<file path="config.mk">
export PLATFORM = sky130hd
export DESIGN_NAME = gtg_cordic_cell
export DESIGN_NICKNAME = d
export VERILOG_FILES = /design/src/rtl/gtg_pkg.sv /design/src/rtl/gtg_cordic_cell.sv
export SDC_FILE = /design/constraint.sdc
export NUM_CORES = 1
export LEC_CHECK = 0
export BUFFER_PORTS_ARGS = -buffer_cell sky130_fd_sc_hd__buf_2
export CORE_MARGIN = 2
export CORE_UTILIZATION = 40
export CTS_BUF_LIST = sky130_fd_sc_hd__clkbuf_16
export CTS_CLUSTER_SIZE = 20
export DETAILED_ROUTE_END_ITERATION = 16
export SLEW_MARGIN = 30
export SYNTH_ARGS = -nofsm -noshare
export SYNTH_HDL_FRONTEND = slang
export SYNTH_SLANG_ARGS = --single-unit
</file>
<file path="constraint.sdc">
create_clock -name clk -period 0.8 [get_ports clk]
set_clock_uncertainty 0.2 [all_clocks]
set_input_delay 0.04 -clock clk [delete_from_list [all_inputs] [get_ports clk]]
set_output_delay 0.04 -clock clk [all_outputs]
set_load 0.01 [all_outputs]
</file>
<file path="src/rtl/gtg_pkg.sv">
// Shared types, constants and the arctangent table for the go-to-goal controller.
package gtg_pkg;

	localparam int CORDIC_STAGES = 16;
	localparam int NUM_STAGES    = (CORDIC_STAGES > 24) ? 24 : CORDIC_STAGES;

	// CORDIC datapath widths: x/y carry 8 guard bits over Q4.11, z is Q.20
	localparam int XW = 28;
	localparam int ZW = 24;

	localparam logic signed [ZW-1:0] HALF_PI_Q20  = ZW'(1647099);
	localparam logic        [19:0]   INV_GAIN_Q20 = 20'd636751;

	localparam logic [11:0] ANG_GAIN_RST = 12'd768;
	localparam logic [11:0] LIN_GAIN_RST = 12'd256;
	localparam logic [14:0] ANG_TOL_RST  = 15'd819;
	localparam logic [14:0] DIST_TOL_RST = 15'd205;

	typedef enum logic [1:0] {
		REG_ANG_GAIN = 2'd0,
		REG_LIN_GAIN = 2'd1,
		REG_ANG_TOL  = 2'd2,
		REG_DIST_TOL = 2'd3
	} reg_idx_t;

	typedef struct packed {
		logic signed [15:0] goal_x;
		logic signed [15:0] goal_y;
		logic signed [15:0] pose_x;
		logic signed [15:0] pose_y;
		logic signed [15:0] pose_heading;
	} req_t;

	typedef struct packed {
		logic signed [17:0] angular_rate;
		logic        [16:0] linear_speed;
		logic               goal_reached;
	} rsp_t;

	typedef struct packed {
		logic [11:0] angular_gain;
		logic [11:0] linear_gain;
		logic [14:0] angle_tolerance;
		logic [14:0] distance_tolerance;
	} cfg_t;

	// Data handed from cell to cell
	typedef struct packed {
		logic               valid;
		logic               zero;
		logic signed [15:0] heading;
		logic signed [XW-1:0] x;
		logic signed [XW-1:0] y;
		logic signed [ZW-1:0] z;
	} cordic_t;

	function automatic logic signed [ZW-1:0] atan_q20(input logic [4:0] idx);
		logic signed [ZW-1:0] a;
		case (idx)
			5'd0:    a = ZW'(823550);
			5'd1:    a = ZW'(486170);
			5'd2:    a = ZW'(256879);
			5'd3:    a = ZW'(130396);
			5'd4:    a = ZW'(65451);
			5'd5:    a = ZW'(32757);
			5'd6:    a = ZW'(16383);
			5'd7:    a = ZW'(8192);
			5'd8:    a = ZW'(4096);
			5'd9:    a = ZW'(2048);
			5'd10:   a = ZW'(1024);
			5'd11:   a = ZW'(512);
			5'd12:   a = ZW'(256);
			5'd13:   a = ZW'(128);
			5'd14:   a = ZW'(64);
			5'd15:   a = ZW'(32);
			5'd16:   a = ZW'(16);
			5'd17:   a = ZW'(8);
			5'd18:   a = ZW'(4);
			5'd19:   a = ZW'(2);
			5'd20:   a = ZW'(1);
			default: a = '0;
		endcase
		return a;
	endfunction

endpackage

</file>
<file path="src/rtl/gtg_cordic_cell.sv">
// One CORDIC vectoring micro-rotation with its output register.
module gtg_cordic_cell import gtg_pkg::*; (
	input  logic                 clk,
	input  logic                 arst_n,
	input  cordic_t              d,
	input  logic [4:0]           shift,
	input  logic signed [ZW-1:0] angle,
	output cordic_t              cell_s1
);

	logic signed [XW-1:0] xv;
	logic signed [XW-1:0] yv;
	logic signed [XW-1:0] xs;
	logic signed [XW-1:0] ys;
	logic signed [XW-1:0] x_nxt;
	logic signed [XW-1:0] y_nxt;
	logic signed [ZW-1:0] z_nxt;

	always_comb begin
		xv = d.x;
		yv = d.y;
		xs = xv >>> shift;
		ys = yv >>> shift;
		// drive y toward zero
		if (yv >= 0) begin
			x_nxt = xv + ys;
			y_nxt = yv - xs;
			z_nxt = d.z + angle;
		end else begin
			x_nxt = xv - ys;
			y_nxt = yv + xs;
			z_nxt = d.z - angle;
		end
	end

	always_ff @(posedge clk or negedge arst_n) begin
		if (!arst_n) begin
			cell_s1 <= '0;
		end else begin
			cell_s1.valid   <= d.valid;
			cell_s1.zero    <= d.zero;
			cell_s1.heading <= d.heading;
			cell_s1.x       <= x_nxt;
			cell_s1.y       <= y_nxt;
			cell_s1.z       <= z_nxt;
		end
	end

endmodule

</file>
* Yosys cells after proc, flatten, opt, wreduce, memory -nomap -nowiden
Index checks and enable logic that the tools add are counted.
** Operators by class
- Add/sub/neg operators :: 6
- Magnitude comparators :: 1
- Shift-type cells :: 2
- Muxes and demuxes :: 3
** Operator list (number)
- adder 28 bit :: 2
- two-way mux 28 bit :: 2
- >>> shifter 28 x 5 -> 28 bit :: 2
- subtractor 28 bit :: 2
- >= comparator 28 x 1 -> 1 bit (second input constant) :: 1
- adder 24 bit :: 1
- two-way mux 24 bit :: 1
- subtractor 24 bit :: 1
** Word-level totals
- Register bits :: 98
- Output and inout port bits :: 98
- Word-level logic and storage cells :: 18

* Longest topological paths before layout
- Word-level depth :: 3
- Gate-level depth with buffers :: 28

* Least setup slack after synthesis
Ideal clock, no wire load.
- Path kind :: input port to flip-flop
- From :: input shift[0]
- To :: register cell_s1[79] (netlist bit)
- Setup time :: 0.127 ns
- Arrival :: 5.432 ns
- Required time :: 0.473 ns
- Path slack :: -4.959 ns
- Stages on the path :: 27
- Path buffers :: 6
- Cell sequence :: buf_2 -> buf_6 -> buf_6 -> buf_6 -> buf_2 -> buf_2 -> mux4_2 -> a22o_1 -> a211o_1 -> inv_1 -> ha_1 -> inv_1 -> nor4_1 -> nand2_1 -> o21ai_0 -> xnor2_1 -> nor2_1 -> ha_1 -> a21o_1 -> a21o_1 -> a21o_1 -> a221o_1 -> a22o_1 -> o221a_2 -> nor4_1 -> o31ai_1 -> xnor2_1
** On the way
- Longest elaborated chain between the ends :: 3
- Elaborated cells between the ends (all ways) :: 4
** RTL lines
- start, declared :: line gtg_cordic_cell.sv:6 : input logic [4:0] shift,
- >>> shifter 28 x 5 -> 28 bit * :: line gtg_cordic_cell.sv:23 : ys = yv >>> shift;
- subtractor 28 bit / adder 28 bit (equally long branches) :: line gtg_cordic_cell.sv:30, gtg_cordic_cell.sv:26
- two-way mux 28 bit * :: line gtg_cordic_cell.sv:25 : if (yv >= 0) begin
- named net x_nxt[27] :: line gtg_cordic_cell.sv:15 : logic signed [XW-1:0] x_nxt;
- end, declared :: line gtg_cordic_cell.sv:8 : output cordic_t cell_s1
Mark *: on every way through the listed nets, which the timed path passes. The rest lies on a longest branch.

* Final worst setup path
- From :: input shift[1]
- To :: register cell_s1[76] (netlist bit)
Same word-level chain as after synthesis.

==> run metrics <==
Starting DRT DRC Count=1,093; Slew @ Worst Pin=844 ps; Die Wd=177 um; Synth Warn #=0; grt total ovfl=0; most frequent cells in the layout=616 x buf_4, 189 x buf_2, 98 x dfrtp_1, 89 x nand2_1, 84 x xnor2_1; Seq/Total Area, Yosys=20.6%; status=complete, but fails checks; H-tree levels=3; Max stage delay on crit path=530 ps; relative slew slack=43.4%; Top Ports=227; Post-synth EDFFs=0; via count=14,600; fraction of layout cells with a size suffix above 1=57.9%; Netlist cell types=86; DP HPWL=41.5 mm; post-route ant nets=0; Synth area leader=dfrtp_1; CP startpoint kind=input port; IO buf count=226; CP Capture Type=flip-flop; root buf cell=clkbuf_16; period utilization=585%; CTS clk-pin slew, worst paths=80 ps; critical path type=in2reg; Final min period=4680 ps; DRT Pass-1 Iters=6; Util after Layout=70.8%; Peak VDD IR=1700 uV; vias per cell=5.71; Core ar.=29,500 um^2; max FFs per register=98; GPL Wtd Cong=1.06; DIE AREA=31,200 um^2; DR WL/cell=21.3 um; worst hold slack=-310 ps; num rows=63; final hold vios=22; largest register by flop count=cell_s1; Final setup viols=177; Post-synth ARST share=100%; Leak=0.00980 uW; Initial Util=40.5%; vias in the first global route=14,400; synth top area cells=dfrtp_1 21%, mux4_2 9.8%, ha_1 8.8%, xnor2_1 7.0%, mux2i_1 4.4%; fmax=0.214 GHz; RSZ-0062 raised after global routing=yes; Layout area overhead=75.0%; final WL=54.6 mm; Die Ht=177 um; Netlist Area Pre-Place=11,900 um^2; first-pass GRT wire length=80.7 mm; crit path DAT=4790 ps; dpl ws=-4580 ps; Max Transition Viols Final=0; Top FF cell, synth=dfrtp_1; Synthesized Nets=1,520; sequence of cells on the critical path=buf_12 > mux4_2 > mux2_4 > mux2_4 > a211o_1 > inv_2 > ha_4 > inv_4 > nor4_4 > buf_6 > nand3_4 > o21ai_4 > xnor2_2 > ha_1 > a21o_1 > a21oi_2 > buf_4 > o221ai_4 > a211oi_4 > o31ai_4 > o21a_1 > o21a_1 > nor2_2 > xnor2_1; largest registers=cell_s1 x98; Post-Synthesis Cells=1,304; critical-path maximum fanout=7; CTS buffer count=9; Longest Clk Path Bufs=2; Required @ worst endpoint=910 ps; Syn Area/Cell=9.15 um^2; HP Class=in2reg; Sink Count=98; global-route usage over all layers=33.6%; pwr dens=1630 nW/um^2; Final #Nets=2,383; CTS tree=done; slowest stage cell, crit path=mux4_2; max_cap viols=0; violated checks=negative hold slack, negative setup slack; initial antenna violation count=1; largest net degree at the start of global routing=46; number of hold buffers added after CTS=19; commonest non-fill, non-tap cell in the layout=buf_4; final setup margin=-3880 ps; Synth top area share=20.6%; # DRC=0; synthesized flop and latch total=98
==> metal layers <==
metal  routed length [um]  vias up  track usage (%)
met3                 3340      108             4.04
met5                    0        -                0
met1                22800     7195             43.9
met2                26700      636             56.7
met4                 1750        0             13.0
li1                     -     6699                -
==> per-stage QoR <==
stage	total power [uW]	area, um^2	cells	hold WS (ps)	TNS [ps]
2_1_floorplan	16100	12400	1304	-456	-220300
3_3_place_gp	24700	18000	2441	-127	-250480
3_5_place_dp	25000	18000	2441	-120	-253410
4_1_cts	32400	20000	2537	-320	-240820
5_1_grt	36000	20900	2563	-304	-255690
6_report	34100	20900	2563	-310	-244230
==> synth_stat cells (16+ instances only) <==
master    instances
mux2_2           24
nand3_1          29
inv_1            41
mux4_2           52
mux2i_1          52
nor2_1           87
ha_1             84
clkbuf_1         36
nand2_1          99
a21o_1           32
a31oi_1          20
nor3_1           30
o31ai_1          25
dfrtp_1          98
or3_1            22
a21oi_1          72
xor2_1           30
o21a_1           16
xnor2_1          96
a211oi_1         18
o21ai_0          79
==> final timing paths <==
kind	from	endpoint	slack, ps	cells after the start
max	shift[1]	cell_s1[76]	-3880	24
min	angle[0]	cell_s1[0]	-310	2
max in group asynchronous	arst_n	cell_s1[3]	110	3
min in group asynchronous	arst_n	cell_s1[54]	20	3
==> critical path: cells and delay by family <==
kind                       cells  cell delay, ps
buffers and inverters          5             560
adders and majority gates      2             430
AOI/OAI and AO/OA              9            1900
and+or+nand+nor                3             460
xor gates and xnor gates       2             250
muxes                          3            1130
==> final cells by class <==
class	instances	area, um^2
Inverter	45	181
Sequential cell	98	2450
Clock buffer	9	225
Antenna cell	1	2.50
Timing Repair Buffer	918	6970
Fill cell	2186	8600
Tap cell	390	488
Multi-Input combinational cell	1095	10500
Clock inverter	7	93.8
==> cell families after synthesis <==
family | synth area share (%)
flops | 20.6
xor+xnor | 9.44
simple gates | 14.7
mux | 19.3
fa+ha+maj | 9.32
compound gates | 21.7
buf+inv | 5.05
==> where the power goes <==
part / internal [uW] / switching (uW) / total [uW]
Combinational: 11500 / 10600 / 22100
Clock: 2520 / 2470 / 4990
Sequential: 6480 / 503 / 6990
Total: 20500 / 13600 / 34100
==> repair_timing <==
item | in CTS | in global routing
gates cloned | 2 | 0
pin swaps | 154 | 104
gates resized for setup | 245 | 137
endpoints found under the hold margin | 141 | 20
setup buffers | 71 | 29
endpoints found under the setup margin | 177 | 177
No activity file was read; power rests on OpenSTA's default activity.
