[config.mk]
export PLATFORM = sky130hd
export DESIGN_NAME = gtg_post
export DESIGN_NICKNAME = d
export VERILOG_FILES = /design/src/rtl/gtg_pkg.sv /design/src/rtl/gtg_post.sv
export SDC_FILE = /design/constraint.sdc
export NUM_CORES = 2
export LEC_CHECK = 0
export BUFFER_PORTS_ARGS = -buffer_cell sky130_fd_sc_hd__buf_2
export CORE_ASPECT_RATIO = 0.7
export CORE_MARGIN = 2
export CORE_UTILIZATION = 60
export CTS_BUF_LIST = sky130_fd_sc_hd__clkbuf_16
export DETAILED_ROUTE_END_ITERATION = 10
export HOLD_SLACK_MARGIN = 0.05
export PLACE_DENSITY_LB_ADDON = 0.3
export SYNTH_ARGS = -nofsm -noshare
export SYNTH_HDL_FRONTEND = slang
export SYNTH_SLANG_ARGS = --single-unit
export TNS_END_PERCENT = 1
[constraint.sdc]
create_clock -name clk -period 18.25 [get_ports clk]
set_clock_uncertainty 0.2 [all_clocks]
set_input_delay 0.9125 -clock clk [delete_from_list [all_inputs] [get_ports clk]]
set_output_delay 0.9125 -clock clk [all_outputs]
set_load 0.02 [all_outputs]
[src/rtl/gtg_pkg.sv]
// Shared types, constants and the arctangent table for the go-to-goal controller.
package gtg_pkg;

	localparam int CORDIC_STAGES = 16;
	localparam int NUM_STAGES    = (CORDIC_STAGES > 24) ? 24 : CORDIC_STAGES;

	// CORDIC datapath widths: x/y carry 8 guard bits over Q4.11, z is Q.20
	localparam int XW = 28;
	localparam int ZW = 24;

	localparam logic signed [ZW-1:0] HALF_PI_Q20  = ZW'(1647099);
	localparam logic        [19:0]   INV_GAIN_Q20 = 20'd636751;

	localparam logic [11:0] ANG_GAIN_RST = 12'd768;
	localparam logic [11:0] LIN_GAIN_RST = 12'd256;
	localparam logic [14:0] ANG_TOL_RST  = 15'd819;
	localparam logic [14:0] DIST_TOL_RST = 15'd205;

	typedef enum logic [1:0] {
		REG_ANG_GAIN = 2'd0,
		REG_LIN_GAIN = 2'd1,
		REG_ANG_TOL  = 2'd2,
		REG_DIST_TOL = 2'd3
	} reg_idx_t;

	typedef struct packed {
		logic signed [15:0] goal_x;
		logic signed [15:0] goal_y;
		logic signed [15:0] pose_x;
		logic signed [15:0] pose_y;
		logic signed [15:0] pose_heading;
	} req_t;

	typedef struct packed {
		logic signed [17:0] angular_rate;
		logic        [16:0] linear_speed;
		logic               goal_reached;
	} rsp_t;

	typedef struct packed {
		logic [11:0] angular_gain;
		logic [11:0] linear_gain;
		logic [14:0] angle_tolerance;
		logic [14:0] distance_tolerance;
	} cfg_t;

	// Data handed from cell to cell
	typedef struct packed {
		logic               valid;
		logic               zero;
		logic signed [15:0] heading;
		logic signed [XW-1:0] x;
		logic signed [XW-1:0] y;
		logic signed [ZW-1:0] z;
	} cordic_t;

	function automatic logic signed [ZW-1:0] atan_q20(input logic [4:0] idx);
		logic signed [ZW-1:0] a;
		case (idx)
			5'd0:    a = ZW'(823550);
			5'd1:    a = ZW'(486170);
			5'd2:    a = ZW'(256879);
			5'd3:    a = ZW'(130396);
			5'd4:    a = ZW'(65451);
			5'd5:    a = ZW'(32757);
			5'd6:    a = ZW'(16383);
			5'd7:    a = ZW'(8192);
			5'd8:    a = ZW'(4096);
			5'd9:    a = ZW'(2048);
			5'd10:   a = ZW'(1024);
			5'd11:   a = ZW'(512);
			5'd12:   a = ZW'(256);
			5'd13:   a = ZW'(128);
			5'd14:   a = ZW'(64);
			5'd15:   a = ZW'(32);
			5'd16:   a = ZW'(16);
			5'd17:   a = ZW'(8);
			5'd18:   a = ZW'(4);
			5'd19:   a = ZW'(2);
			5'd20:   a = ZW'(1);
			default: a = '0;
		endcase
		return a;
	endfunction

endpackage

[src/rtl/gtg_post.sv]
// Output stages: gain correction, heading error, proportional law, saturation.
module gtg_post import gtg_pkg::*; (
	input  logic    clk,
	input  logic    arst_n,
	input  cordic_t d,
	input  cfg_t    cfg,
	output rsp_t    rsp,
	output logic    rsp_valid
);

	// stage 1: scale x by 1/K, round z to Q3.13
	logic        [XW-2:0]  xpos;
	logic signed [ZW:0]    zr;
	logic        [46:0]    prod_s1;
	logic signed [16:0]    bearing_s1;
	logic signed [15:0]    heading_s1;
	logic                  valid_s1;

	// stage 2: distance, heading error, decisions
	logic        [47:0]    dsum;
	logic        [16:0]    distance;
	logic signed [17:0]    err;
	logic        [17:0]    aerr;
	logic        [16:0]    dist_s2;
	logic signed [17:0]    err_s2;
	logic                  turn_s2;
	logic                  reached_s2;
	logic                  valid_s2;

	// stage 3: gain products
	logic signed [30:0]    angp_s3;
	logic        [28:0]    linp_s3;
	logic                  turn_s3;
	logic                  reached_s3;
	logic                  valid_s3;

	// stage 4: rounding and saturation
	logic signed [31:0]    asum;
	logic signed [20:0]    ang;
	logic        [29:0]    lsum;
	logic        [20:0]    lin;
	rsp_t                  nxt;

	always_comb begin
		xpos = d.x[XW-1] ? '0 : d.x[XW-2:0];
		zr   = (ZW+1)'(d.z) + (ZW+1)'(64);
	end

	always_ff @(posedge clk) begin
		// a goal sitting on the pose gives zero bearing and distance
		prod_s1    <= d.zero ? '0 : 47'(xpos) * 47'(INV_GAIN_Q20);
		bearing_s1 <= d.zero ? '0 : zr[23:7];
		heading_s1 <= d.heading;
	end

	always_comb begin
		dsum     = 48'(prod_s1) + 48'(64'd1 << 27);
		distance = dsum[44:28];
		err      = 18'(bearing_s1) - 18'(heading_s1);
		aerr     = err[17] ? 18'(-err) : 18'(err);
	end

	always_ff @(posedge clk) begin
		dist_s2    <= distance;
		err_s2     <= err;
		turn_s2    <= aerr > 18'(cfg.angle_tolerance);
		reached_s2 <= distance <= 17'(cfg.distance_tolerance);
	end

	always_ff @(posedge clk) begin
		angp_s3    <= $signed({1'b0, cfg.angular_gain}) * 31'(err_s2);
		linp_s3    <= cfg.linear_gain * 29'(dist_s2);
		turn_s3    <= turn_s2;
		reached_s3 <= reached_s2;
	end

	always_comb begin
		asum = 32'(angp_s3) + 32'sd1024;
		ang  = 21'(asum >>> 11);
		lsum = 30'(linp_s3) + 30'd256;
		lin  = lsum[29:9];
		nxt.angular_rate = '0;
		nxt.linear_speed = '0;
		nxt.goal_reached = 1'b0;
		if (turn_s3) begin
			if (ang > 21'sd131071) begin
				nxt.angular_rate = 18'sd131071;
			end else if (ang < -21'sd131072) begin
				nxt.angular_rate = -18'sd131072;
			end else begin
				nxt.angular_rate = ang[17:0];
			end
		end else if (reached_s3) begin
			nxt.goal_reached = 1'b1;
		end else begin
			nxt.linear_speed = (lin > 21'd131071) ? 17'd131071 : lin[16:0];
		end
	end

	always_ff @(posedge clk) begin
		rsp <= nxt;
	end

	always_ff @(posedge clk or negedge arst_n) begin
		if (!arst_n) begin
			valid_s1  <= 1'b0;
			valid_s2  <= 1'b0;
			valid_s3  <= 1'b0;
			rsp_valid <= 1'b0;
		end else begin
			valid_s1  <= d.valid;
			valid_s2  <= valid_s1;
			valid_s3  <= valid_s2;
			rsp_valid <= valid_s3;
		end
	end

endmodule

Yosys cells after proc, flatten, opt, wreduce, memory -nomap -nowiden
Index checks and enable logic that the tools add are counted.
W data, S select, Z words.
{"block": "op_classes", "n_addsub": 6, "mul": 3, "n_lt_le_gt_ge": 5, "n_mux": 6, "n_bitwise": 1, "n_reduce_logical": 2}
{"op": "$add A45 B28 Y45 const B", "count": 1}
{"op": "$mul A27 B20 Y45 const B", "count": 1}
{"op": "$mux W18", "count": 2}
{"op": "$mux W17", "count": 2}
{"op": "$add A31 B12 Y32 const B", "count": 1}
{"op": "$mul A13 B18 Y31", "count": 1}
{"op": "$add A29 B9 Y30 const B", "count": 1}
{"op": "$mul A12 B17 Y29", "count": 1}
{"op": "$mux W27", "count": 1}
{"op": "$add A24 B8 Y24 const B", "count": 1}
{"op": "$gt A21 B17 Y1 const B", "count": 1}
{"op": "$gt A21 B18 Y1 const B", "count": 1}
{"op": "$lt A21 B18 Y1 const B", "count": 1}
{"op": "$gt A18 B15 Y1", "count": 1}
{"op": "$neg A18 Y18", "count": 1}
{"op": "$sub A17 B16 Y18", "count": 1}
{"op": "$le A17 B15 Y1", "count": 1}
{"op": "$reduce_or A2 Y1", "count": 2}
{"op": "$mux W1", "count": 1}
{"op": "$not A1 Y1", "count": 1}
{"block": "totals", "register_bits": 217, "out_inout_bits": 37, "elab_cells": 42}

Logic depth before layout (Yosys ltp)
{"block": "logic_depth", "word_depth": 4, "mapped_depth": 27, "depth_no_buf": 25}

Worst setup path after synthesis
No wires, ideal clock.
{"block": "synth_timing", "path_kind": "input -> register", "from": "in d[79] (netlist name)", "to": "reg prod_s1[42]", "t_arrival_ns": 7.894, "required_ns": 17.916, "setup_slack_ns": 10.022, "cell_stages": 25, "path_cell_list": "clkbuf_1 clkbuf_1 nand2b_1 inv_1 fa_1 inv_1 fa_1 fa_1 inv_1 fa_1 fa_1 fa_1 inv_1 fa_1 inv_1 ha_1 o21ai_0 o21bai_1 or4_1 o21ai_0 o311ai_0 a41o_1 nand2_1 nor4_1 or4_1"}
{"block": "synth_via", "elab_chain_len": 2}
{"item": "start: declaration", "line_no": "gtg_post.sv:5", "source": "input cordic_t d,"}
{"item": "$mux W27", "line_no": "gtg_post.sv:45", "source": "xpos = d.x[XW-1] ? '0 : d.x[XW-2:0];"}
{"item": "$mul A27 B20 Y45", "line_no": "gtg_post.sv:51", "source": "prod_s1 <= d.zero ? '0 : 47'(xpos) * 47'(INV_GAIN_Q20);"}
{"item": "end signal: assignment", "line_no": "gtg_post.sv:51"}
{"item": "end: declaration", "line_no": "gtg_post.sv:14", "source": "logic [46:0] prod_s1;"}
No other way between the ends.
A chain may end at the register's enable or synchronous reset.

Worst setup path in the final report
Ends and elaborated chain as after synthesis.

==> results.ini <==
[drt]
drt_iter0_drc = 1726
drc = 11
drt_first_pass_iters = 9
totalWireLength_um = 69520
postRouteAntennaNets = 0
avgViaCountPerCell = 5.333
vias = 22090
routedWlPerCell_um = 16.78

[min_path]
hold_path_depth = 0
hold_class = flop to flop
holdCritStartpoint = turn_s2
hold_end = turn_s3

[place]
place_hpwl_um = 59200
gp_congestion = 0.9567
port_buffers = 156

[die]
core_sq_um = 50940
die_y_um = 194.3
rows = 69
die_w_um = 275.9
initial_core_util_pct = 60.96
die-area_sq_um = 53610
pin_count = 191

[logic_synthesis]
synthFlopType = dfxtp_1
synth-xor-area-share_pct = 5.247
ys_ff_latch = 172
synth.distinct_cells = 72
synth_top_family_by_area = adder cells
ys_seq_area_share_pct = 11.15
ys_top_cells_by_area = fa_1 (38%), ha_1 (15%), dfxtp_1 (11%)
syn_area_sq_um = 31050
ys_warn_count = 0
synthSimpleGateAreaFrac_pct = 13.47
yosysTopAreaCellShare_pct = 37.65
yosys.area.top_type = fa_1
synth_compound_area_share_pct = 6.222
synthArstFlopShare_pct = 2.326
avgSynthCellArea_sq_um = 9.192
syn-num-nets = 4486
synth_edf_count = 0
synthAdderAreaFrac_pct = 52.56
synthesis.instances = 3378
synth_mux_area_share_pct = 0.2136

[final_layout]
num-fill-cells = 4197
final_util_pct = 64.61
nets = 4559
drive_gt1_share_pct = 6.438
areaGrowthSynthToFinish_pct = 5.984

[critical_path]
start_kind = primary input
timing.rr.start = err_s2[14]
crit_start = d[79]
cp.depth = 24
timing.reg2reg.setup_slack_ns = 11.34
crit_chain = buf_2 -> nand2b_1 -> inv_1 -> fa_1 -> inv_1 -> fa_1 -> fa_1 -> inv_1 -> fa_1 -> fa_1 -> fa_1 -> inv_1 -> fa_1 -> inv_1 -> ha_1 -> o21ai_0 -> o21bai_1 -> or4_1 -> o21ai_0 -> o311ai_0 -> a41o_1 -> nand2_1 -> nor4_1 -> or4_1
path_max_fanout = 55
worstPathArrival_ns = 9.49
endpoint_kind = flop
required_ns = 18.37
critPathKind = primary input to flop
cp_slowest_cell = buf_2
cp_slowest_stage_delay_ns = 0.61
critPathTopFamily = adder cells
crit_buf_inv = 6
r2r_end = angp_s3[30]
r2r_cells = 18
crit_top_cell = fa_1

[global_route]
grt_overflow_total = 0
gr-usage-met2_pct = 39.41
grt.busiest_layer = met1
grt_pass1_wl_um = 116700
use_met1_pct = 42.10
grtUsageTotal_pct = 27.55
grt_antenna_before_repair = 5
grt_start_max_net_pins = 56
grt_pass1_vias = 23070
grt.met3_usage_pct = 5.782

[sta]
fmax_ghz = 0.1067
slew_headroom_pct = 11.92
rsz0062_at_grt = no
finalCritPeriodShare_pct = 51.34
setup_viol = 0
hold_viol = 0
worstMarginPinSlew_ns = 1.312
slew_violations = 0
setup_tns_ns = 0
layout_min_cycle_time_ns = 9.369

[run]
maxCapViolations = 0

[clocking]
clk_pin_slew_worst_paths_ns = 0.07
cts_tree = done
post_cts_buffers = 0
clock_latency_ns = 0.46
cts.sinks = 172
htreeDepth = 4
clockBufferDepth = 2
cts_root_buf = clkbuf_16
cts_made_buffers = 17

[outcome]
failed_checks = DRC
status = finished, violations left

registers in the layout (all words and copies together) (netlist names), 16 cells and up:
signal,flops
prod_s1,18
linp_s3,21
rsp,36
err_s2,18
heading_s1,16
bearing_s1,17
angp_s3,21
dist_s2,17
cell families after synthesis:
logic type | Yosys count
AO/OA/AOI/OAI | 293
buffers and inverters | 918
multiplexers | 6
flip-flops | 172
adder cells (fa/ha/maj) | 954
XOR/XNOR | 186
AND/OR/NAND/NOR | 849
through the flow:
stage               area (sq um)  setup slack [ns]  std cells  hold slack [ns]
finish                     32910             8.881       4143           0.1340
global placement           32290             8.618       4105           0.1105
detailed placement         32290             8.508       4105           0.1191
global route               32910             8.576       4143           0.1556
floorplan                  31050             10.02       3378           0.1096
CTS                        32900             8.987       4138           0.1369
layer usage:
layer	share of wire [%]	vias up
li1	-	10420
met4	2.3	0
met1	48	10800
met2	42	779
met5	0	-
met3	8.7	88
final cells by class:
type	instances	area, sq um	area share (%)
Multi-Input combinational cell	2288	24140	73.34
Clock buffer	17	425.4	1.293
Antenna cell	5	12.51	0.03802
Inverter	814	3055	9.285
Sequential cell	172	3463	10.52
Tap cell	674	843.3	2.563
Clock inverter	15	173.9	0.5285
Timing Repair Buffer	158	798.3	2.426
worst max path at each step:
stage / endpoint
2_1_floorplan: prod_s1[42]
4_1_cts: prod_s1[42]
3_5_place_dp: prod_s1[42]
6_report: prod_s1[42]
3_3_place_gp: prod_s1[42]
5_1_grt: prod_s1[42]
Yosys cell counts (all sizes together) (42+ instances only):
cell type and number:
fa 584, a21oi 87, nand2 329, o21ai 42
clkbuf 98, nor2 115, xnor2 112, ha 370
inv 814, and2 181, xor2 74, dfxtp 168
cells in the final DEF (no fill, tap or decap), drive strengths merged, types with 23 or more instances in the layout:
cell / instances
nand4: 30
a21oi: 87
dfxtp: 168
o21ai: 42
buf: 157
nand2b: 26
xnor2: 112
a21o: 36
nand3: 36
nor2: 115
nand2: 329
and2: 181
and3: 23
nor2b: 35
fa: 584
inv: 820
ha: 370
xor2: 74
nor3: 30
timing repair:
action / CTS / global route
resized for setup: 0 / 0
hold buffers: 1 / 0
endpoints found under the hold margin: 4 / 0
Power is left out: the tool's default activity adds up to more than one toggle a clock period on the data nets, which glitch-free logic cannot reach.
