File: config.mk
export PLATFORM = sky130hd
export DESIGN_NAME = gtg_pre
export DESIGN_NICKNAME = d
export VERILOG_FILES = /design/src/rtl/gtg_pkg.sv /design/src/rtl/gtg_pre.sv
export SDC_FILE = /design/constraint.sdc
export NUM_CORES = 1
export LEC_CHECK = 0
export ABC_AREA = 1
export BUFFER_PORTS_ARGS = -buffer_cell sky130_fd_sc_hd__buf_4
export CAP_MARGIN = 15
export CORE_ASPECT_RATIO = 1.25
export CORE_MARGIN = 1.5
export CORE_UTILIZATION = 40
export DETAILED_ROUTE_END_ITERATION = 10
export GPL_TIMING_DRIVEN = 0
export PLACE_DENSITY = 0.72
export RECOVER_POWER = 100
export SYNTH_ARGS = -nofsm -noshare
export SYNTH_HDL_FRONTEND = slang
export SYNTH_SLANG_ARGS = --single-unit
File: constraint.sdc
create_clock -name clk -period 1.15 [get_ports clk]
set_input_delay 0.2875 -clock clk [delete_from_list [all_inputs] [get_ports clk]]
set_output_delay 0.2875 -clock clk [all_outputs]
set_load 0.05 [all_outputs]
File: src/rtl/gtg_pkg.sv
// Shared types, constants and the arctangent table for the go-to-goal controller.
package gtg_pkg;

	localparam int CORDIC_STAGES = 16;
	localparam int NUM_STAGES    = (CORDIC_STAGES > 24) ? 24 : CORDIC_STAGES;

	// CORDIC datapath widths: x/y carry 8 guard bits over Q4.11, z is Q.20
	localparam int XW = 28;
	localparam int ZW = 24;

	localparam logic signed [ZW-1:0] HALF_PI_Q20  = ZW'(1647099);
	localparam logic        [19:0]   INV_GAIN_Q20 = 20'd636751;

	localparam logic [11:0] ANG_GAIN_RST = 12'd768;
	localparam logic [11:0] LIN_GAIN_RST = 12'd256;
	localparam logic [14:0] ANG_TOL_RST  = 15'd819;
	localparam logic [14:0] DIST_TOL_RST = 15'd205;

	typedef enum logic [1:0] {
		REG_ANG_GAIN = 2'd0,
		REG_LIN_GAIN = 2'd1,
		REG_ANG_TOL  = 2'd2,
		REG_DIST_TOL = 2'd3
	} reg_idx_t;

	typedef struct packed {
		logic signed [15:0] goal_x;
		logic signed [15:0] goal_y;
		logic signed [15:0] pose_x;
		logic signed [15:0] pose_y;
		logic signed [15:0] pose_heading;
	} req_t;

	typedef struct packed {
		logic signed [17:0] angular_rate;
		logic        [16:0] linear_speed;
		logic               goal_reached;
	} rsp_t;

	typedef struct packed {
		logic [11:0] angular_gain;
		logic [11:0] linear_gain;
		logic [14:0] angle_tolerance;
		logic [14:0] distance_tolerance;
	} cfg_t;

	// Data handed from cell to cell
	typedef struct packed {
		logic               valid;
		logic               zero;
		logic signed [15:0] heading;
		logic signed [XW-1:0] x;
		logic signed [XW-1:0] y;
		logic signed [ZW-1:0] z;
	} cordic_t;

	function automatic logic signed [ZW-1:0] atan_q20(input logic [4:0] idx);
		logic signed [ZW-1:0] a;
		case (idx)
			5'd0:    a = ZW'(823550);
			5'd1:    a = ZW'(486170);
			5'd2:    a = ZW'(256879);
			5'd3:    a = ZW'(130396);
			5'd4:    a = ZW'(65451);
			5'd5:    a = ZW'(32757);
			5'd6:    a = ZW'(16383);
			5'd7:    a = ZW'(8192);
			5'd8:    a = ZW'(4096);
			5'd9:    a = ZW'(2048);
			5'd10:   a = ZW'(1024);
			5'd11:   a = ZW'(512);
			5'd12:   a = ZW'(256);
			5'd13:   a = ZW'(128);
			5'd14:   a = ZW'(64);
			5'd15:   a = ZW'(32);
			5'd16:   a = ZW'(16);
			5'd17:   a = ZW'(8);
			5'd18:   a = ZW'(4);
			5'd19:   a = ZW'(2);
			5'd20:   a = ZW'(1);
			default: a = '0;
		endcase
		return a;
	endfunction

endpackage

File: src/rtl/gtg_pre.sv
// Input stage: goal-minus-pose vector, guard bits and quadrant pre-rotation.
module gtg_pre import gtg_pkg::*; (
	input  logic    clk,
	input  logic    arst_n,
	input  logic    start,
	input  req_t    req,
	output cordic_t pre_s1
);

	logic signed [16:0]   dx;
	logic signed [16:0]   dy;
	logic signed [XW-1:0] x0;
	logic signed [XW-1:0] y0;
	cordic_t              nxt;

	always_comb begin
		dx = 17'(signed'(req.goal_x)) - 17'(signed'(req.pose_x));
		dy = 17'(signed'(req.goal_y)) - 17'(signed'(req.pose_y));
		x0 = $signed({{(XW-25){dx[16]}}, dx, 8'b0});
		y0 = $signed({{(XW-25){dy[16]}}, dy, 8'b0});
		nxt.valid   = start;
		nxt.zero    = (dx == '0) && (dy == '0);
		nxt.heading = req.pose_heading;
		nxt.x       = x0;
		nxt.y       = y0;
		nxt.z       = '0;
		// left half plane: rotate by +-pi/2 into the right one
		if (x0 < 0) begin
			if (y0 >= 0) begin
				nxt.x = y0;
				nxt.y = -x0;
				nxt.z = HALF_PI_Q20;
			end else begin
				nxt.x = -y0;
				nxt.y = x0;
				nxt.z = -HALF_PI_Q20;
			end
		end
	end

	always_ff @(posedge clk or negedge arst_n) begin
		if (!arst_n) begin
			pre_s1 <= '0;
		end else begin
			pre_s1 <= nxt;
		end
	end

endmodule

Yosys cells after proc, flatten, opt, wreduce, memory -nomap -nowiden

Cells that the tools add are included.

Flip-flop bits (word level): 98
Bits of input ports: 83
Output and inout bits: 98
Word-level logic and storage cells: 17

Add/subtract/negate cells: 4
Order comparisons: 2
Mux-type cells: 2
Reductions and logical operators: 3

Operator list:

| cell                | number |
|---|---|
| $mux 80             | 2 |
| $neg 25->28         | 2 |
| $logic_not 17->1    | 2 |
| $sub 16x16->17      | 2 |
| $ge 25x1->1 const B | 1 |
| $lt 25x1->1 const B | 1 |
| $logic_and 1x1->1   | 1 |

Longest topological paths before layout

Gate-level depths: netlist of the first run.

Word-level depth: 4
Gate-level depth with buffers: 19
Gate-level depth less buffers: 18

Least setup slack after synthesis of the first run

OpenSTA, ideal clock, no wires.

Path kind: input-to-reg
Start point: input req[64] (netlist name)
End point: register pre_s1[48] (netlist name)
Setup time: 0.118 ns
Data arrival time: 2.369 ns
Setup slack: -1.337 ns
Stages on the path: 15
Buffers on the path: 0
Cells stage by stage: inv_1 -> ha_1 -> fa_1 -> ha_1 -> inv_1 -> nor2_1 -> nand3_1 -> nor2_1 -> nand2_1 -> nor2_2 -> nand3_1 -> nor3_1 -> ha_1 -> nand2_1 -> nand2_1

RTL lines:

| item                 | line          | text |
|---|---|---|
| start, declared      | gtg_pre.sv:6  | `input req_t req,` |
| end signal, assigned | gtg_pre.sv:45 | `pre_s1 <= nxt;` |
| end, declared        | gtg_pre.sv:7  | `output cordic_t pre_s1` |

==> flow_summary.json, run 1 <==
{
  "power_mw": 12.7,
  "ys_ff_latch": 61,
  "maxClockFrequency_ghz": 0.445,
  "drcViolationCount": 0,
  "worst-slew-pin-transition_ps": 830,
  "dieArea_um2": 14000,
  "routedWlPerCell_um": 14.8,
  "max-vdd-ir-drop_uv": 1040,
  "row_count": 46,
  "synthArstFlopShare_pct": 100,
  "grt_pass1_vias": 5474,
  "fin_ws_ps": -1100,
  "io_pins": 181,
  "drv_cap": 0,
  "vias_per_cell": 4.95,
  "drt-total-wl_um": 18500,
  "grt_pass1_wl_um": 25400,
  "overflow": 0,
  "slew_violations": 0,
  "initial_core_util_pct": 41.3,
  "numPortBuffers": 164,
  "yosysMostFrequentCell": "nand2_1",
  "critPathArrivalTime_ps": 2480,
  "core_area_um2": 12800,
  "diodes": 0,
  "numCtsBuffers": 9,
  "power_density_nw_per_um2": 1370,
  "startpoint_type": "primary input",
  "dr.pass1.iters": 8,
  "path_clk_slew_ps": 50,
  "dr.first_iter.drc_count": 468,
  "finalHoldViolations": 0,
  "syn_area_per_cell_um2": 6.46,
  "cts_sinks": 61,
  "synth.distinct_cells": 32,
  "power_leakage_nw": 4.90,
  "yosys-top-cells-area": "dfrtp_1 (29%), nand2_1 (20%), inv_1 (10%)",
  "area_growth_pct": 74.6,
  "layout_min_cycle_time_ps": 2250,
  "ant_nets": 0,
  "outcome": "finished with violations",
  "clockRootBuffer": "clkbuf_16",
  "grt_antenna_before_repair": 0,
  "syn_inst": 821,
  "synthFlopType": "dfrtp_1",
  "gp_congestion": 0.934,
  "synth_edf_count": 0,
  "synth_common_cells": "nand2_1 (288), inv_1 (144), nand3_1 (72), dfrtp_1 (61), nor2_1 (56)",
  "nNetsFinal": 1196,
  "h-tree-depth": 3,
  "clock_path_buffers": 2,
  "grt_max_degree": 62,
  "yosysSeqAreaShare_pct": 28.8,
  "yosys_warnings": 0,
  "finalSetupTns_ps": -42020,
  "cts_tree": "yes",
  "worstPathMaxFanout": 3,
  "rsz0062_at_grt": "yes",
  "hold_class": "in -> async",
  "cp.required_ps": 1390,
  "cp-end-kind": "flip-flop",
  "crit_type": "in -> reg",
  "synth_top_cell_by_area": "dfrtp_1",
  "largest_reg_flops": 61,
  "nFillCells": 934,
  "failed_checks": "setup timing",
  "place_hpwl_um": 11600,
  "fin_crit_sh_pct": 195,
  "regMostFlops": "pre_s1",
  "slew_headroom_pct": 44.6,
  "track_usage_pct": 22.5,
  "top_regs": "pre_s1 x61",
  "drive_gt1_share_pct": 44.7,
  "dieWidth_um": 106,
  "die_h_um": 132,
  "setup_viol": 88,
  "vias": 6178,
  "synth_top_cell_area_share_pct": 28.8,
  "synth_area_um2": 5300
}
## worst max-delay path: stages
cell	delay, ps
buf_8	80
inv_8	30
ha_4	150
fa_2	590
buf_4	130
buf_6	80
nand2_1	70
a21oi_4	140
nand3_2	80
nor2_2	120
nand3_2	100
nor2_4	150
buf_4	130
nor2_2	40
xnor2_1	120
o21ai_1	190
## power breakdown
group / internal (mW) / switching (mW) / total, mW
clock network: 1.65 / 0.978 / 2.63
logic: 2.87 / 4.47 / 7.34
registers: 2.50 / 0.204 / 2.71
## through the flow
| step | cells | area [um^2] | util, % | hold slack [ps] | worst slack, ps |
|---|---|---|---|---|---|
| global placement | 1171 | 7160 | 55.8 | 397 | -1780 |
| CTS | 1224 | 8450 | 65.8 | 54.9 | -1140 |
| floorplan | 839 | 5710 | - | -8.09 | -1330 |
| global route | 1248 | 9260 | 72.1 | 72.6 | -1170 |
| detailed placement | 1171 | 7160 | 55.8 | 398 | -1810 |
| finish | 1248 | 9260 | 72.1 | 68.6 | -1100 |
## final timing paths
| check | from | end | slack (ps) | cells past startpoint |
|---|---|---|---|---|
| max | req[64] | pre_s1[41] | -1100 | 16 |
| min | arst_n | pre_s1[95] | 70 | 1 |
| max in group asynchronous | arst_n | pre_s1[22] | 480 | 1 |
| min in group clk | req[0] | pre_s1[80] | 80 | 1 |
## cell usage in the layout (no fill, tap or decap), types with 5 or more instances in the layout
cell | synthesis | routed
nand2_1 | 288 | 241
inv_1 | 144 | 132
buf_4 | 42 | 111
buf_6 | 3 | 109
dfrtp_1 | 61 | 59
nand3_1 | 72 | 49
nand2_2 | 8 | 41
nor2_1 | 56 | 38
buf_8 | 0 | 28
nand3_2 | 4 | 24
ha_4 | 0 | 23
o21ai_2 | 2 | 20
conb_1 | 1 | 19
nand2_4 | 2 | 15
clkbuf_4 | 0 | 15
nor2_4 | 0 | 13
nor2_2 | 8 | 13
clkbuf_16 | 0 | 13
inv_2 | 6 | 11
xor2_1 | 12 | 9
a21oi_1 | 11 | 7
nand4_1 | 7 | 7
ha_1 | 35 | 7
o21ai_1 | 16 | 6
inv_4 | 0 | 5
o21ai_0 | 15 | 5
nand3b_1 | 5 | 5
ha_2 | 0 | 5
clkbuf_1 | 0 | 5
## per-layer routing
metal  vias up  wire (um)  track usage [%]
met4         0        653             7.21
met5         -          0                0
met2       323       9710             41.7
li1       2966          -                -
met3        65       1400             4.32
met1      2824       6720             25.5
## kinds of logic (layout without fill, tap and decap cells)
family / Yosys count / count (layout) / synth area share, %
XOR/XNOR: 16 / 16 / 2.64
adder cells (fa/ha/maj): 37 / 37 / 9.02
buffers and inverters: 199 / 440 / 17.6
other: 1 / 19 / 0.0707
AO/OA/AOI/OAI: 49 / 49 / 5.19
flip-flops: 61 / 61 / 28.8
AND/OR/NAND/NOR: 458 / 458 / 36.7
## timing repair
action / CTS / global route
endpoints found under the setup margin: 123 / 113
pin swaps: 44 / 38
hold buffers: 0 / 0
gates resized for setup: 195 / 143
buffers inserted: 38 / 23
gates cloned: 1 / 4
## cell type report
type	count	area [um^2]	share of cell area (%)
buffer	48	515	5.57
clock buffer	10	229	2.47
clock inverter	5	52.6	0.568
inverter	150	591	6.38
multi-input combinational	579	3850	41.7
sequential	61	1530	16.5
tap	168	210	2.27
timing repair buffer	227	2270	24.6
No activity file was read; power rests on OpenSTA's default activity.
==> inputs of run 2 (changes only) <==
--- a/config.mk
+++ b/config.mk
@@ -6,14 +6,14 @@
 export NUM_CORES = 1
 export LEC_CHECK = 0
 export ABC_AREA = 1
-export BUFFER_PORTS_ARGS = -buffer_cell sky130_fd_sc_hd__buf_4
 export CAP_MARGIN = 15
 export CORE_ASPECT_RATIO = 1.25
 export CORE_MARGIN = 1.5
 export CORE_UTILIZATION = 40
 export DETAILED_ROUTE_END_ITERATION = 10
+export DONT_BUFFER_PORTS = 1
 export GPL_TIMING_DRIVEN = 0
-export PLACE_DENSITY = 0.72
+export PLACE_DENSITY = 0.6
 export RECOVER_POWER = 100
 export SYNTH_ARGS = -nofsm -noshare
 export SYNTH_HDL_FRONTEND = slang
==> run 2 against run 1 <==
Global-route usage is 0.45 points lower. Utilization is 11 points lower. Total power is 11% lower. Critical endpoint is now pre_s1[48]. The run ends with hold timing, setup timing left.
==> flow_summary.json, run 2 (synthesis gave the netlist of run 1 again) <==
{
  "area_growth_pct": 47.9,
  "cp.required_ps": 1360,
  "maxClockFrequency_ghz": 0.442,
  "largest_reg_flops": 61,
  "clock_path_buffers": 2,
  "ant_nets": 0,
  "hold_class": "in -> async",
  "drt-total-wl_um": 15200,
  "rsz0062_at_grt": "yes",
  "critPathArrivalTime_ps": 2470,
  "pre_cts_slack_ps": -1800,
  "fin_crit_sh_pct": 197,
  "core_area_um2": 12800,
  "initial_core_util_pct": 41.3,
  "overflow": 0,
  "outcome": "finished with violations",
  "vias": 5244,
  "grt_antenna_before_repair": 0,
  "grt_max_degree": 62,
  "seq_area_um2": 1610,
  "diodes": 0,
  "grt_pass1_wl_um": 24700,
  "dpl.cell_count": 1007,
  "numPortBuffers": 0,
  "track_usage_pct": 22.0,
  "cts_sinks": 61,
  "place_hpwl_um": 11200,
  "power_mw": 11.3,
  "grt_pass1_vias": 5091,
  "setup_viol": 65,
  "power_leakage_nw": 3.98,
  "finalHoldViolations": 61,
  "cts-hold-fix-buffers": 17,
  "power_density_nw_per_um2": 1440,
  "max-vdd-ir-drop_uv": 981,
  "fin_area_um2": 7840,
  "final_cell_mix": "nand2_1 (239), inv_1 (133), dfrtp_2 (58)",
  "row_count": 46,
  "vias_per_cell": 4.82,
  "slew_violations": 0,
  "drcViolationCount": 0,
  "drive_gt1_share_pct": 39.8,
  "crit_type": "in -> reg",
  "drv_cap": 0,
  "failed_checks": "hold timing, setup timing",
  "clockRootBuffer": "clkbuf_16",
  "dr.first_iter.drc_count": 183,
  "dieArea_um2": 14000,
  "io_pins": 181,
  "h-tree-depth": 3,
  "die_h_um": 132,
  "routedWlPerCell_um": 14.0,
  "layout_min_cycle_time_ps": 2260,
  "dr.pass1.iters": 4,
  "path_clk_slew_ps": 60,
  "multi_input_area_um2": 3880,
  "top_regs": "pre_s1 x61",
  "worstPathMaxFanout": 2,
  "cts_tree": "yes",
  "numCtsBuffers": 9,
  "regMostFlops": "pre_s1",
  "nNetsFinal": 1036,
  "nFillCells": 1111,
  "fin_ws_ps": -1110,
  "startpoint_type": "primary input",
  "final_common_cell": "nand2_1",
  "fin_hold_ws_ps": -349,
  "cp-end-kind": "flip-flop",
  "dieWidth_um": 106,
  "post_dp_cell_area_um2": 5920,
  "instances_no_fill": 1089,
  "gp_congestion": 0.888
}
run 2: metal layers:
metal	vias up	part of all wire (%)	routed length, um	global-route usage [%]
met5	-	0	0	0
met4	0	1.9	294	5.41
met3	22	5.2	792	4.76
met2	154	52	7870	40.4
met1	2423	41	6260	25.7
li1	2645	-	-	-
run 2: power by group:
| part | switching, mW | internal, mW | total (mW) |
|---|---|---|---|
| combinational | 2.74 | 1.80 | 4.54 |
| clock | 0.999 | 1.69 | 2.68 |
| sequential | 1.49 | 2.57 | 4.06 |
run 2: area by class of cell:
cell class	count	share of cell area [%]
multi-input combinational	579	49.5
sequential	61	20.5
timing repair buffer	67	8.97
inverter	150	7.53
buffer	48	7.02
clock buffer	9	2.87
tap	168	2.68
clock inverter	7	0.957
run 2: worst max path at each step:
stage                     startpoint          to  slack [ps]  cells after the start
final                        req[64]  pre_s1[48]       -1110                     15
after global routing         req[64]  pre_s1[48]       -1200                     15
after CTS                    req[64]  pre_s1[48]       -1150                     15
after detailed placement     req[64]  pre_s1[48]       -1800                     15
after global placement       req[64]  pre_s1[48]       -1810                     15
after floorplan              req[64]  pre_s1[48]       -1330                     15
run 2: worst max-delay path, stage by stage:
cell     delay (ps)
inv_8            10
ha_4            140
fa_2            590
ha_4            160
inv_2            50
nor2_4          110
nand3_2         100
nor2_4          160
nand2_4          70
nor2_4          120
nand3_4          90
nor3_4          240
ha_4            230
nand2_1          60
nand2_1          40
run 2: stage by stage:
| stage | TNS [ps] | utilization [%] |
|---|---|---|
| 6_report | -36900 | 61.1 |
| 5_1_grt | -41840 | 61.1 |
| 4_1_cts | -39360 | 56.9 |
| 3_5_place_dp | -44580 | 46.2 |
| 3_3_place_gp | -44310 | 46.2 |
| 2_1_floorplan | -32090 | - |
run 2: repair_timing:
item,CTS,global route
endpoints found under the hold margin,78,61
buffers inserted,45,12
pin swaps,27,42
setup endpoints to repair,123,75
gates resized for setup,191,109
gates cloned,3,0
==> inputs of run 3 (changes only) <==
--- a/config.mk
+++ b/config.mk
@@ -13,7 +13,6 @@
 export DETAILED_ROUTE_END_ITERATION = 10
 export DONT_BUFFER_PORTS = 1
 export GPL_TIMING_DRIVEN = 0
-export PLACE_DENSITY = 0.6
 export RECOVER_POWER = 100
 export SYNTH_ARGS = -nofsm -noshare
 export SYNTH_HDL_FRONTEND = slang
==> constraint.sdc (replaced) <==
create_clock -name clk -period 1.15 [get_ports clk]
set_input_delay 0.2875 -clock clk [delete_from_list [all_inputs] [get_ports clk]]
set_output_delay 0.2875 -clock clk [all_outputs]
set_load 0.02 [all_outputs]
==> run 3 against run 2 <==
The run still ends with hold timing, setup timing left. Total power is 11% lower. Final cell count shrank 0.37%. First-iteration DRC count rose by 18%.
==> flow_summary.json, run 3 (synthesis gave the netlist of run 1 again) <==
{
  "outcome": "finished with violations",
  "failed_checks": "hold timing, setup timing",
  "dr.first_iter.drc_count": 216,
  "critPathSlowestCell": "fa_2",
  "ant_nets": 0,
  "dr.pass1.iters": 4,
  "core_area_um2": 12800,
  "place_hpwl_um": 11300,
  "grt_max_degree": 62,
  "worstPathMaxFanout": 2,
  "cp-end-kind": "flip-flop",
  "gp_congestion": 0.880,
  "drcViolationCount": 0,
  "overflow": 0,
  "routedWlPerCell_um": 13.8,
  "path_clk_slew_ps": 60,
  "clock_path_buffers": 2,
  "fin_ws_ps": -985,
  "io_pins": 181,
  "maxClockFrequency_ghz": 0.468,
  "vias": 5183,
  "cp.required_ps": 1370,
  "path_buf_inv": 2,
  "layout_min_cycle_time_ps": 2130,
  "regMostFlops": "pre_s1",
  "grt_antenna_before_repair": 0,
  "final_cell_mix": "nand2_1 (236), inv_1 (131), dfrtp_1 (59)",
  "track_usage_pct": 21.5,
  "numPortBuffers": 0,
  "crit_type": "in -> reg",
  "dieArea_um2": 14000,
  "dieWidth_um": 106,
  "finalHoldViolations": 61,
  "row_count": 46,
  "final_common_cell": "nand2_1",
  "critPathArrivalTime_ps": 2350,
  "die_h_um": 132,
  "numCtsBuffers": 9,
  "cp_slowest_stage_delay_ps": 600,
  "cp_cell_sequence": "inv_8 -> ha_4 -> fa_2 -> ha_4 -> inv_4 -> nor2_4 -> nand3_2 -> nor2_4 -> nand2_2 -> nor2_4 -> nand3_2 -> nor3_4 -> ha_4 -> nand2_2 -> nand2_2",
  "path_delay_family": "adder cells",
  "initial_core_util_pct": 41.3,
  "grt_pass1_vias": 5021,
  "cts_tree": "yes",
  "slew_violations": 0,
  "nNetsFinal": 1032,
  "rsz0062_at_grt": "yes",
  "h-tree-depth": 3,
  "pre_cts_slack_ps": -1820,
  "top_regs": "pre_s1 x61",
  "fin_crit_sh_pct": 186,
  "drv_cap": 0,
  "grt_pass1_wl_um": 23900,
  "power_leakage_nw": 3.98,
  "power_density_nw_per_um2": 1330,
  "vias_per_cell": 4.78,
  "setup_viol": 63,
  "area_growth_pct": 43.0,
  "startpoint_type": "primary input",
  "max-vdd-ir-drop_uv": 979,
  "cts-hold-fix-buffers": 17,
  "cts_sinks": 61,
  "fin_hold_ws_ps": -356,
  "hold_class": "in -> async",
  "drive_gt1_share_pct": 32.5,
  "diodes": 0,
  "largest_reg_flops": 61,
  "drt-total-wl_um": 15000,
  "clockRootBuffer": "clkbuf_16"
}
## run 3: cell types whose count changed in the layout (fill, tap and decap cells not counted), sizes merged
cell,change
buf,-5
clkbuf,+1
clkinv,-4
clkinvlp,+1
inv,+3
## run 3: layer usage
metal	routed length (um)	vias up	track usage (%)
met4	248	0	6.46
met2	7840	151	39.5
met5	0	-	0
met1	6140	2373	24.7
met3	784	21	4.32
li1	-	2638	-
## run 3: repair_timing
item                       CTS  global route
setup endpoints to repair   64            64
setup buffers               29            13
pin swaps                   28            37
gates cloned                 4             1
resized for setup          121            84
hold endpoints to repair    78            61
## run 3: worst max-delay path by stage
stage            start          to  slack, ps  cells past startpoint
2_1_floorplan  req[64]  pre_s1[48]      -1330                     15
4_1_cts        req[64]  pre_s1[48]      -1140                     15
3_5_place_dp   req[64]  pre_s1[48]      -1820                     15
3_3_place_gp   req[64]  pre_s1[48]      -1820                     15
6_report       req[64]  pre_s1[48]       -980                     15
5_1_grt        req[64]  pre_s1[43]      -1100                     15
## run 3: stage by stage
step | power (mW) | utilization (%) | cell area, um^2 | setup TNS, ps | std cells
6_report | 10.1 | 59.1 | 7580 | -33770 | 1085
5_1_grt | 10.7 | 59.1 | 7580 | -38280 | 1085
4_1_cts | 9.67 | 55.3 | 7100 | -35210 | 1073
3_5_place_dp | 6.23 | 46.1 | 5920 | -44340 | 1007
3_3_place_gp | 6.21 | 46.1 | 5920 | -44530 | 1007
2_1_floorplan | 5.54 | - | 5710 | -32090 | 839
## run 3: where the power goes
group | internal (mW) | switching, mW | total [mW]
sequential | 2.50 | 0.658 | 3.16
combinational | 1.76 | 2.43 | 4.18
clock | 1.71 | 1.03 | 2.74
## run 3: layout make-up
cell class,instances,area [um^2]
inverters,150,583
fillers,1187,5260
repair buffers,62,634
clock inverters,7,80.1
clock buffers,9,225
multi-input cells,579,3800
flip-flops and latches,61,1530
well taps,168,210
plain buffers,49,520
